**config.mk**
```make
export PLATFORM = sky130hd
export DESIGN_NAME = fda_front
export DESIGN_NICKNAME = d
export VERILOG_FILES = /design/src/design/fda_pkg.sv /design/src/design/fda_front.sv
export SDC_FILE = /design/constraint.sdc
export NUM_CORES = 1
export LEC_CHECK = 0
export BUFFER_PORTS_ARGS = -buffer_cell sky130_fd_sc_hd__buf_4
export CORE_MARGIN = 1.5
export CORE_UTILIZATION = 58
export DETAILED_ROUTE_END_ITERATION = 8
export PLACE_DENSITY = 0.86
export SLEW_MARGIN = 20
export SYNTH_ARGS = -nofsm -noshare
export SYNTH_HDL_FRONTEND = slang
export SYNTH_SLANG_ARGS = --single-unit
```
**constraint.sdc**
```tcl
create_clock -name vclk -period 3.8
set_input_delay 0.19 -clock vclk [all_inputs]
set_output_delay 0.19 -clock vclk [all_outputs]
set_load 0.005 [all_outputs]
```
**src/design/fda_pkg.sv**
```systemverilog
// ----------------------------------------------------------------------------
// fda_pkg: shared types for the float to decimal ascii core
// constants, the sequencer states and the job struct passed from the decoder to the formatter
// ----------------------------------------------------------------------------
package fda_pkg;

   localparam logic [7:0] CH_ZERO  = 8'h30;
   localparam logic [7:0] CH_MINUS = 8'h2D;
   localparam logic [7:0] CH_POINT = 8'h2E;
   localparam logic [3:0] RADIX    = 4'd10;

   // decoded value ready for formatting
   typedef struct packed {
      logic        neg;
      logic        ovf;
      logic [31:0] ipart;
      logic [31:0] fpart;
      logic [3:0]  nfrac;
   } job_type;

   typedef enum logic [2:0] {
      ST_IDLE,
      ST_DIV,
      ST_SIGN,
      ST_INT,
      ST_POINT,
      ST_FRAC
   } state_type;

endpackage

```
**src/design/fda_front.sv**
```systemverilog
// ----------------------------------------------------------------------------
// fda_front: float decoder
// turns one float word into sign, saturated 32.32 fixed point and digit count
// ----------------------------------------------------------------------------
module fda_front
   import fda_pkg::*;
#(
   parameter int MAX_INT_DIGITS  = 10,
   parameter int MAX_FRAC_DIGITS = 7
) (
   input  logic [31:0] float_bits,
   input  logic [2:0]  frac_digits,
   output job_type     job
);

   localparam longint LIM_RAW = (longint'(10) ** MAX_INT_DIGITS) - 1;
   localparam longint LIM     = (LIM_RAW > 64'd2147483647) ? 64'd2147483647 : LIM_RAW;
   localparam logic [31:0] INT_LIMIT = LIM[31:0];
   localparam logic [3:0]  FRAC_MAX  = 4'(MAX_FRAC_DIGITS);

   logic [7:0]  expo;
   logic [22:0] mant;
   logic        is_nan;
   logic        big;
   logic [63:0] m64;
   logic [63:0] fixed;
   logic [3:0]  nf;

   always_comb begin
      expo   = float_bits[30:23];
      mant   = float_bits[22:0];
      is_nan = (expo == 8'hFF) && (mant != 23'd0);
      big    = (expo >= 8'd158);
      m64    = {40'd0, 1'b1, mant};
      fixed  = 64'd0;
      if (!big && expo != 8'd0) begin
         if (expo >= 8'd118) begin
            fixed = m64 << (expo - 8'd118);
         end else begin
            fixed = m64 >> (8'd118 - expo);
         end
      end
      job.ovf   = big || (fixed[63:32] > INT_LIMIT);
      job.ipart = job.ovf ? INT_LIMIT : fixed[63:32];
      job.fpart = job.ovf ? 32'd0 : fixed[31:0];
      job.neg   = float_bits[31] && !is_nan && (float_bits[30:0] != 31'd0);
      nf        = {1'b0, frac_digits};
      job.nfrac = (nf > FRAC_MAX) ? FRAC_MAX : nf;
   end

endmodule

```
==> summary.txt <==
Worst Path Arrival: 3410 ps
Rows: 31
Pre-CTS setup slack: 212 ps
Die height: 88.6 um
Top cell type by total area after synthesis: mux2_2
Worst hold path type: primary input to output pin
DRC: 0
GRT Util Overall: 0.485
Hold_buf cts: 0
Number of I/O port buffers: 97
Ant diodes: 0
Count of final setup violators: 0
DP HPWL: 14.9 mm
Layout Nets: 791
Fmax: 278 MHz
Final Routed Wirelength: 19.6 mm
Synth top area share: 0.0980
Syn Area/Cell: 6.29 um2
DRT antenna net count: 0
Clkbuf count: 0
Largest cells by area after synthesis: mux2_2, mux2i_1, a21oi_1
Final cycle utilization of the critical path: 0.947
CP bufs+invs: 3
Element type at the critical path start: primary input
CP max-delay cell: a211oi_1
Final Wtd Congestion: 1.18
IR drop worst, VDD: 0.131 mV
Critical Path Max Stage Delay: 700 ps
Ratio of total power to cell area: 204 nW/um2
Register Area: 0 um2
Total power: 1.04 mW
Layout cells sized above 1: 0.259
DRT iter0 DRCs: 1293
Largest net degree at the start of global routing: 31
FFs & Latches: 0
Leak pwr: 2.07 nW
Worst Tran Pin Value: 855 ps
RSZ-0062 raised after global routing: false
GRT Residual Overflow: 0
DIE AREA: 7860 um2
CP top delay family: compound AO/OA/AOI/OAI gates
Yosys cell types: 69
Max Cap Viol: 0
Critical-path cell list: buf_4 > inv_2 > ha_1 > nand2b_1 > o22ai_1 > a211oi_1 > nor2_1 > o22a_1 > o21ai_0 > a21boi_0 > buf_4
Final Hold Slack: 380 ps
Initial antenna violation count: 0
Crit. End Element: output pin
Rel. slew slack: 0.427
First-pass GRT wire length: 29.6 mm
Cell count after synthesis: 676
Netlist Area Pre-Place: 4250 um2
Crit path kind: primary input to output pin
Tmin final: 3600 ps
Crit path max fanout: 29
Vias: 6279
Setup_tns: 0 ps
Avg Vias per Cell: 7.41
Syn. warnings: 0
Crit path top cell by count: buf_4
Initial DRT Pass Iterations: 8
Status: finished clean
Multi-input gate area: 3970 um2
Setup ws final: 202 ps
Initial Utilization: 0.593
Post-CTS setup buffer count: 0
Vias in the first global route: 5521
# fillers: 609
Fin. Hold Viols: 0
# IOs: 105
Seq/Total Area, Yosys: 0
Area growth syn-to-layout: 20.4%
Max-slew violations: 0
Drt wl/cell: 23.1 um
Core Area: 7180 um2
CP Data Required Time: 3610 ps
Die width: 88.6 um
layout make-up:
cell class | count | area share
timing repair buffer | 132 | 0.194
multi-input combinational | 607 | 0.776
inverter | 9 | 0.00660
tap | 99 | 0.0242
cells in the final DEF (no fill, tap or decap), types with 5 or more instances in the layout:
cell	Yosys	routed
nor2b_1	11	11
nand4_1	8	8
a221oi_1	6	6
mux4_2	6	6
buf_4	8	132
mux2_2	37	37
a22oi_1	10	10
o211ai_1	8	8
xnor2_1	10	7
nand2_1	79	79
mux2i_1	38	38
nor4_1	6	6
a21oi_1	64	64
and2_1	5	5
nand2b_1	10	10
o21ai_0	61	61
nand3_1	20	20
o22ai_1	29	29
nor3_1	23	22
ha_1	6	6
inv_1	5	5
a211oi_1	7	7
a31oi_1	6	6
nor2_1	76	76
o31ai_1	9	9
Yosys cell counts, drive strengths merged, types with 3 or more instances:
cell type	n
nor3	23
o31ai	9
a32oi	3
clkbuf	30
nor2	77
and2	5
a32o	3
mux2	37
o211ai	8
a221oi	6
a211oi	7
mux2i	39
a21o	4
nand4	8
ha	6
nand3	20
o221ai	3
nor4	6
o2bb2ai	3
nand2b	10
o21ai	63
xnor2	10
a22oi	10
buf	31
or2	3
a31oi	6
o22a	3
a21oi	65
inv	8
a22o	4
o22ai	29
o311ai	4
o21a	4
nand2	79
or3	4
xor2	5
mux4	6
nor2b	11
final timing paths:
| path | startpoint | endpoint | slack [ps] | cells after the start |
|---|---|---|---|---|
| min | frac_digits[2] | job[2] | 380 | 0 |
| max | float_bits[24] | job[24] | 200 | 11 |
stage by stage:
step                utilization  cells  area, um2
floorplan                     -    677       4260
global placement          0.712    847       5110
detailed placement        0.712    847       5110
CTS                       0.712    847       5110
global route              0.714    847       5120
finish                    0.714    847       5120
cell families (layout without fill, tap and decap cells):
group | after synthesis | in the layout | synth area share
compound gates | 252 | 252 | 0.384
simple gates | 250 | 250 | 0.265
mux | 82 | 82 | 0.224
buf+inv | 70 | 141 | 0.0771
xor+xnor | 15 | 15 | 0.0309
fa+ha+maj | 6 | 6 | 0.0177
other cells | 1 | 2 | 0.000882
report_power, final:
group          switching [mW]  total (mW)  internal [mW]
Clock                       0           0              0
Combinational           0.647        1.04          0.396
Sequential                  0           0              0
Total                   0.647        1.04          0.396
layer usage:
layer / wire length (um) / GRT usage
met5: 0 / 0
met1: 7020 / 0.645
met4: 1100 / 0.180
met2: 8470 / 0.749
met3: 2970 / 0.132
timing repair:
| item | CTS | global route |
|---|---|---|
| hold endpoints to repair | 0 | 0 |
| resized for setup | 0 | 1 |
| setup endpoints to repair | 0 | 1 |
Power figures use the tool's default switching activity.
