## config.mk

```make
export PLATFORM = sky130hd
export DESIGN_NAME = fda_ram
export DESIGN_NICKNAME = d
export VERILOG_FILES = /design/src/design/fda_ram.sv
export SDC_FILE = /design/constraint.sdc
export NUM_CORES = 1
export LEC_CHECK = 0
export ABC_AREA = 1
export ABC_CLOCK_PERIOD_IN_PS = 1600
export BUFFER_PORTS_ARGS = -buffer_cell sky130_fd_sc_hd__buf_2
export CORE_MARGIN = 8
export CORE_UTILIZATION = 50
export DETAILED_ROUTE_END_ITERATION = 8
export GPL_ROUTABILITY_DRIVEN = 0
export PLACE_DENSITY = 0.69
export SYNTH_ARGS = -nofsm -noshare
export SYNTH_HDL_FRONTEND = slang
export SYNTH_SLANG_ARGS = --single-unit
```

## constraint.sdc

```tcl
create_clock -name clock -period 1.6 [get_ports clock]
set_input_delay 0.16 -clock clock [delete_from_list [all_inputs] [get_ports clock]]
set_output_delay 0.16 -clock clock [all_outputs]
set_load 0.02 [all_outputs]
```

## src/design/fda_ram.sv

```systemverilog
// ----------------------------------------------------------------------------
// fda_ram: generic single port write, single port read ram
// read data is registered
// ----------------------------------------------------------------------------
module fda_ram #(
   parameter int WIDTH = 8,
   parameter int DEPTH = 4
) (
   input  logic                     clock,
   input  logic                     wr_en,
   input  logic [$clog2(DEPTH)-1:0] wr_addr,
   input  logic [WIDTH-1:0]         wr_data,
   input  logic [$clog2(DEPTH)-1:0] rd_addr,
   output logic [WIDTH-1:0]         rd_data
);

   logic [WIDTH-1:0] mem_ff [DEPTH];

   always_ff @(posedge clock) begin
      if (wr_en) begin
         mem_ff[wr_addr] <= wr_data;
      end
      rd_data <= mem_ff[rd_addr];
   end

endmodule

```

==> metrics.txt, run 1 <==
Die Y-Extent 71.64 um; vias in the first global route 901; critical path cell sequence buf_2; M2 GR Usage 17.81%; Clock Power Share 27.3%; Clock Latency Late Sink 0.34 ns; DRC errors left 0; leakage power 0.8332 nW; Multi-input gate area 250.2 um^2; grt peak-use layer met2; WP data required 1.44 ns; RSZ-0062 raised after global routing false; CTS tree yes; max-capacitance violation count 0; Yosys warnings 0; initial DRC count 62; # nets final 183; layout cells sized above 1 20.00%; Final min period 0.9955 ns; Final ANT Viol Nets 0; final worst-path cycle share 62.22%; drt wl/cell 14.09 um; distinct cell type count after synthesis 10; post-CTS setup buffers 0; core area 3003 um^2; PwrDens 1076 nW/um^2; Sw Share 24.85%; Min-Delay Path Depth 1; diodes inserted 0; Crit path arrival time 0.84 ns; vias per cell 4.764; Port Buffer Count 21; Net Sw Power 0.0004674 W; area added between synthesis and finish 12.93%; Post-Syn Nets 155; cell taking the most area after synthesis edfxtp_1; Area contributors post-synth edfxtp_1 (62%), dfxtp_1 (10%), nand2_1 (9.7%); post-synthesis sequential area ratio 72.43%; Layout fillers 247; CP bufs+invs 1; critical path depth 1; Setup Slack @ Placement 0.5831 ns; status finished, final reports clean; CTS-repair resized insts 0; Slew headroom 79.56%; FP Rows 20; hpwl dp 2.125 mm; part of the power in registers 63.7%; largest net degree at the start of global routing 18; Comb pwr share 9.0%; first-pass GRT wire length 4.616 mm; grt total ovfl 0; final hold violation count 0; Worst Path Class, Setup reg -> out; CP max stage cell dfxtp_1; top-area cell type share of the netlist area 62.09%; Slew Limit Fails 0; Seq cells post-synth 40; Starting Density 51.54%; vias 967; Worst-path clk slew 0.12 ns; Sink Count 40; R2R depth 4; CTS buffer count 5; Internal Dissipation 0.001413 W; CP startpoint kind flop; final setup TNS 0 ns; final wirelength 2.860 mm; worst hold path class in -> reg; largest fanout on the critical path 1; Setup Skew 0.006959 ns; FF/Latch Area 1121 um^2; Final setup violation count 0; CP top delay family flip-flops; Total GRT Usage 12.38%; cell count after synthesis 141; final worst slack 0.6045 ns; met3 Usage GRT 6.137%; CTS Hold Bufs 0; Top Ports 22; antenna violations before repair 0; Least-Margin Pin Slew 0.3065 ns; Max Buffers Root-to-Sink 2; Max Clk Rate 1.005 GHz; DIE AREA 5132 um^2; Mean Syn Cell Area 10.98 um^2; Worst Setup End Kind output port; Worst IR Drop VDD 0.0006859 V; area of the mapped netlist 1548 um^2; clk root buf clkbuf_4; Detailed Routing Iterations Pass 1 4; Crit path largest cell delay 0.33 ns; H-tree depth 2; die width 71.64 um; met1 usage 15.21%
## power groups by stage
stage | registers [W] | clock network [W] | logic, W
2_1_floorplan | 0.00125 | 0 | 0.0000799
3_3_place_gp | 0.00122 | 0 | 0.000169
3_5_place_dp | 0.00122 | 0 | 0.000172
4_1_cts | 0.00120 | 0.000528 | 0.000172
5_1_grt | 0.00120 | 0.000574 | 0.000192
6_report | 0.00120 | 0.000513 | 0.000170
## logic make-up (layout without fill, tap and decap cells)
logic type	count (synthesis)	count (layout)	share of synthesized area, %
and+or+nand+nor	60	60	16.17
DFF	40	40	72.43
buffers and inverters	41	70	11.40
## registers in the layout, indices dropped and copies added, names as in the netlist
| name | flops |
|---|---|
| mem_ff | 32 |
| rd_data | 8 |
## synth_stat cells
master / count
dfxtp_1: 8
edfxtp_1: 32
buf_6: 2
nor3_1: 4
buf_4: 1
inv_1: 36
nand3_1: 16
buf_2: 1
inv_4: 1
nand2_1: 40
## per-stage QoR
step | cells | instance area (um^2) | power [W] | util (%) | hold WS (ns)
after floorplan | 141 | 1548 | 0.001325 | - | 0.2589
after global placement | 195 | 1689 | 0.001389 | 56.25 | 0.4023
after detailed placement | 195 | 1689 | 0.001394 | 56.25 | 0.4080
after CTS | 203 | 1748 | 0.001899 | 58.21 | 0.02835
after global routing | 203 | 1748 | 0.001968 | 58.21 | 0.001208
final | 203 | 1748 | 0.001881 | 58.21 | 0.04168
## cell type report
type / instances / area share [%]
inverter: 37 / 8.089
tap: 33 / 2.362
sequential: 40 / 64.14
clock buffer: 5 / 2.147
timing repair buffer: 25 / 7.731
clock inverter: 3 / 1.217
multi-input combinational: 60 / 14.32
## final timing paths
check	startpoint	endpoint	slack [ns]
max	rd_data[1]	rd_data[1]	0.60
min	wr_data[7]	mem_ff[1][7]	0.04
max reg2reg	mem_ff[2][7]	rd_data[7]	0.84
min reg2reg	mem_ff[3][5]	rd_data[5]	0.56
## placed cells by master (no fill, tap or decap)
| cell | n |
|---|---|
| dfxtp_1 | 8 |
| inv_6 | 1 |
| clkinvlp_4 | 1 |
| inv_1 | 36 |
| edfxtp_1 | 32 |
| buf_2 | 21 |
| inv_4 | 1 |
| nand3_1 | 16 |
| clkbuf_4 | 5 |
| buf_4 | 4 |
| nand2_1 | 40 |
| clkinv_2 | 1 |
| nor3_1 | 4 |
## per-layer routing
layer | part of all wire (%) | vias up | wire length [um]
met4 | 0.91 | 0 | 26
met3 | 5.4 | 4 | 155
li1 | - | 493 | -
met1 | 46 | 447 | 1328
met5 | 0 | - | 0
met2 | 47 | 23 | 1350
Power figures use the tool's default switching activity.
==> run 2: changes to the inputs <==
--- a/config.mk
+++ b/config.mk
@@ -6,13 +6,13 @@
 export NUM_CORES = 1
 export LEC_CHECK = 0
 export ABC_AREA = 1
-export ABC_CLOCK_PERIOD_IN_PS = 1600
+export ABC_CLOCK_PERIOD_IN_PS = 900
 export BUFFER_PORTS_ARGS = -buffer_cell sky130_fd_sc_hd__buf_2
 export CORE_MARGIN = 8
-export CORE_UTILIZATION = 50
+export CORE_UTILIZATION = 49
 export DETAILED_ROUTE_END_ITERATION = 8
 export GPL_ROUTABILITY_DRIVEN = 0
-export PLACE_DENSITY = 0.69
+export PLACE_DENSITY = 0.71
 export SYNTH_ARGS = -nofsm -noshare
 export SYNTH_HDL_FRONTEND = slang
 export SYNTH_SLANG_ARGS = --single-unit
==> constraint.sdc (replaced) <==
create_clock -name clock -period 0.9 [get_ports clock]
set_input_delay 0.09 -clock clock [delete_from_list [all_inputs] [get_ports clock]]
set_output_delay 0.09 -clock clock [all_outputs]
set_load 0.02 [all_outputs]
==> metrics.txt, run 2 (synthesis gave the netlist of run 1 again) <==
fin area 1943 um^2; Top reg by flops mem_ff; RR Startpoint mem_ff[3][7]; final wirelength 2.992 mm; H-tree depth 2; Top Ports 22; # nets final 191; WP data required 0.81 ns; final worst slack -0.001975 ns; leakage power 0.8969 nW; R2R Setup Slk 0.10 ns; Detailed Routing Iterations Pass 1 4; first-pass GRT wire length 4.912 mm; clk root buf clkbuf_4; Starting Density 51.12%; fin util 64.17%; Clock Power Share 31.6%; largest net degree at the start of global routing 18; Worst-path clk slew 0.12 ns; worst hold path class in -> reg; Net Sw Power 0.0008361 W; Worst Path Class, Setup reg -> out; vias in the first global route 1086; Setup Skew 0.01432 ns; Least-Margin Pin Slew 0.3404 ns; grt total ovfl 0; Comb pwr share 10.2%; most frequent cells in the layout nand2_1 (40), inv_1 (36), edfxtp_1 (32); CP startpoint kind flop; Slew Limit Fails 0; CP top delay family flip-flops; Total GRT Usage 12.66%; final hold violation count 0; Port Buffer Count 21; CP bufs+invs 1; failing checks setup timing; CTS tree yes; hpwl dp 2.106 mm; Clock Latency Late Sink 0.35 ns; commonest non-fill, non-tap cell in the layout nand2_1; largest fanout on the critical path 1; Final setup violation count 1; hold_ws 0.05937 ns; part of the power in registers 58.1%; Final ANT Viol Nets 0; Worst IR Drop VDD 0.001492 V; hold path endpoint rd_data[3]; Final min period 0.9020 ns; DRC errors left 0; CP max stage cell dfxtp_2; die width 72.20 um; drt wl/cell 13.48 um; core area 3028 um^2; hold path start rd_addr[1]; CTS buffer count 5; Sw Share 22.66%; Slew headroom 77.31%; post-CTS setup buffers 0; initial DRC count 108; Crit path arrival time 0.81 ns; vias per cell 4.712; diodes inserted 0; Sink Count 40; max-capacitance violation count 0; placed cell area 1723 um^2; FP Rows 20; Worst Setup End Kind output port; Max Clk Rate 1.109 GHz; Max Buffers Root-to-Sink 2; Die Y-Extent 72.20 um; PwrDens 1899 nW/um^2; antenna violations before repair 0; final worst-path cycle share 100.2%; Reg2Reg Capture Point rd_data[7]; RSZ-0062 raised after global routing true; Crit path largest cell delay 0.34 ns; DIE AREA 5213 um^2; Internal Dissipation 0.002854 W; layout cells sized above 1 25.84%; vias 1046; status complete, but fails checks; Min-Delay Path Depth 3; Largest register FFs 32; area added between synthesis and finish 25.55%; R2R depth 4; critical path cell sequence buf_6; Top Registers mem_ff: 32 flops, rd_data: 8 flops
[run 2: changes by cell type in the layout (fill, tap and decap cells not counted), moves of 8 or more]
cell / delta
dfxtp_1: -8
buf_2: -8
buf_6: +8
dlygate4sd3_1: +8
dfxtp_2: +8
[run 2: power groups by stage]
stage	registers [W]	clock network (W)	logic, W
global placement	0.00217	0	0.000301
CTS	0.00215	0.00118	0.000380
finish	0.00215	0.00117	0.000377
floorplan	0.00221	0	0.000147
detailed placement	0.00217	0	0.000311
global route	0.00216	0.00125	0.000413
[run 2: how the worst max path moves through the flow]
stage	start	endpoint	slack, ns	cells after the start
after floorplan	wr_addr[0]	mem_ff[3][0]	-0.03	2
after global placement	wr_addr[0]	mem_ff[3][3]	-0.009	4
after detailed placement	wr_addr[0]	mem_ff[1][3]	-0.03	4
after CTS	rd_data[2]	rd_data[2]	-0.01	1
after global routing	rd_data[0]	rd_data[0]	-0.03	1
final	rd_data[2]	rd_data[2]	-0.002	1
[run 2: final cells by class]
type	count	area, um^2
multi-input cells	60	270.3
well taps	44	55.05
flip-flops and latches	40	1131
inverters	37	141.4
repair buffers	33	265.3
clock inverters	3	42.54
clock buffers	5	37.54
fillers	239	1085
[run 2: through the flow]
step                      cells  setup TNS, ns  total power (W)  setup slack [ns]
final                       222      -0.001975         0.003690         -0.001975
after detailed placement    206        -0.5309         0.002485          -0.03400
after floorplan             141        -0.3634         0.002361          -0.02836
after CTS                   222       -0.03971         0.003701          -0.01240
after global placement      206       -0.07378         0.002471         -0.009336
after global routing        222        -0.2003         0.003821          -0.03202
[run 2: metal layers]
layer  GRT usage (%)  wire [um]  vias up
li1                -          -      509
met1           13.29       1224      481
met2           20.16       1455       42
met3           2.893        155       14
met4           12.70        156        0
met5               0          0        -
[run 2: timing repair]
action / CTS / global route
hold buffers: 8 / 0
gates cloned: 0 / 0
endpoints found under the setup margin: 8 / 8
endpoints found under the hold margin: 32 / 0
resized for setup: 23 / 1
==> run 3: changes to the inputs <==
--- a/config.mk
+++ b/config.mk
@@ -9,10 +9,12 @@
 export ABC_CLOCK_PERIOD_IN_PS = 900
 export BUFFER_PORTS_ARGS = -buffer_cell sky130_fd_sc_hd__buf_2
 export CORE_MARGIN = 8
-export CORE_UTILIZATION = 49
+export CORE_UTILIZATION = 50
+export CTS_BUF_LIST = sky130_fd_sc_hd__clkbuf_8
 export DETAILED_ROUTE_END_ITERATION = 8
 export GPL_ROUTABILITY_DRIVEN = 0
-export PLACE_DENSITY = 0.71
+export PLACE_DENSITY = 0.72
 export SYNTH_ARGS = -nofsm -noshare
 export SYNTH_HDL_FRONTEND = slang
 export SYNTH_SLANG_ARGS = --single-unit
+export TNS_END_PERCENT = 20
==> metrics.txt, run 3 (synthesis gave the netlist of run 1 again) <==
Worst Setup End Kind output port; largest net degree at the start of global routing 18; clk root buf clkbuf_8; final hold violation count 0; post-CTS setup buffers 0; Worst-path clk slew 0.07 ns; Largest register FFs 32; vias per cell 4.729; Final ANT Viol Nets 0; CTS tree yes; final wirelength 2.810 mm; Starting Density 51.54%; hold path start wr_data[6]; worst hold path class in -> reg; critical path cell sequence buf_2; CTS buffer count 5; Total GRT Usage 11.76%; H-tree depth 2; Least-Margin Pin Slew 0.3317 ns; Slew headroom 77.89%; R2R Setup Slk 0.14 ns; RSZ-0062 raised after global routing false; commonest non-fill, non-tap cell in the layout nand2_1; Worst IR Drop VDD 0.0009167 V; Max Clk Rate 1.185 GHz; Crit path largest cell delay 0.31 ns; Max Buffers Root-to-Sink 2; status finished, final reports clean; Clock Latency Late Sink 0.28 ns; final worst-path cycle share 93.75%; Sink Count 40; FF/Latch Area 1121 um^2; core area 3003 um^2; grt total ovfl 0; DRC errors left 0; CP max stage cell dfxtp_1; vias in the first global route 976; Top Registers mem_ff: 32 flops, rd_data: 8 flops; max-capacitance violation count 0; Die Y-Extent 71.64 um; CTS-repair resized insts 0; Detailed Routing Iterations Pass 1 4; Slew Limit Fails 0; hpwl dp 2.032 mm; Top Ports 22; PwrDens 1955 nW/um^2; FP Rows 20; leakage power 0.8538 nW; hold path endpoint mem_ff[0][6]; layout cells sized above 1 20.59%; Reg2Reg Capture Point rd_data[6]; most frequent cells in the layout nand2_1 (40), inv_1 (38), edfxtp_1 (32); vias 960; fin util 59.58%; antenna violations before repair 0; drt wl/cell 13.84 um; CP startpoint kind flop; CTS Hold Bufs 0; WP data required 0.81 ns; R2R depth 4; diodes inserted 0; Top reg by flops mem_ff; # nets final 183; Min-Delay Path Depth 1; first-pass GRT wire length 4.505 mm; Layout fillers 245; area added between synthesis and finish 15.60%; Final min period 0.8438 ns; largest fanout on the critical path 1; Multi-input gate area 270.3 um^2; DIE AREA 5132 um^2; Final setup violation count 0; CP top delay family flip-flops; die width 71.64 um; Setup Slack @ Placement -0.05286 ns; initial DRC count 58; final worst slack 0.05623 ns; CP bufs+invs 1; Setup Skew 0.005139 ns; Crit path arrival time 0.75 ns; Worst Path Class, Setup reg -> out; Port Buffer Count 21; RR Startpoint mem_ff[3][6]
## run 3: cell count changes in the layout (fill, tap and decap cells not counted), sizes merged
cell,before,now
inv,37,39
dlygate4sd3,8,0
bufinv,1,0
clkinvlp,1,0
## run 3: area by class of cell
cell class	instances	area share (%)
Clock inverter	3	0.6294
Tap cell	33	2.308
Timing Repair Buffer	25	7.552
Sequential cell	40	62.66
Inverter	37	7.902
Multi-Input combinational cell	60	15.10
Clock buffer	5	3.846
## run 3: worst max-delay path by stage
| stage | start | end | slack [ns] | cells after the start |
|---|---|---|---|---|
| 2_1_floorplan | wr_addr[0] | mem_ff[3][0] | -0.03 | 2 |
| 5_1_grt | rd_data[0] | rd_data[0] | 0.01 | 1 |
| 3_3_place_gp | wr_addr[0] | mem_ff[3][1] | -0.02 | 4 |
| 3_5_place_dp | wr_addr[0] | mem_ff[3][6] | -0.05 | 4 |
| 4_1_cts | rd_data[2] | rd_data[2] | 0.05 | 1 |
| 6_report | rd_data[2] | rd_data[2] | 0.06 | 1 |
## run 3: through the flow
stage,hold slack [ns],TNS (ns),std cells,power [W],instance area (um^2)
2_1_floorplan,0.1889,-0.3634,141,0.002361,1568
3_3_place_gp,0.3216,-0.1871,195,0.002471,1709
3_5_place_dp,0.3330,-0.8880,195,0.002485,1709
4_1_cts,0.03572,0,203,0.003541,1789
5_1_grt,0.03565,0,203,0.003627,1789
6_report,0.04096,0,203,0.003497,1789
## run 3: layer usage
layer / track usage, % / share of wire [%] / up-vias
met5: 0 / 0 / -
met4: 6.803 / 1.9 / 0
met3: 4.463 / 4.4 / 5
met2: 19.53 / 51 / 23
met1: 12.45 / 43 / 443
li1: - / - / 489
## run 3: report_power, final
part | internal (W) | switching, W | total [W]
Combinational | 0.000101 | 0.000207 | 0.000308
Sequential | 0.00211 | 0.0000243 | 0.00213
Clock | 0.000516 | 0.000543 | 0.00106
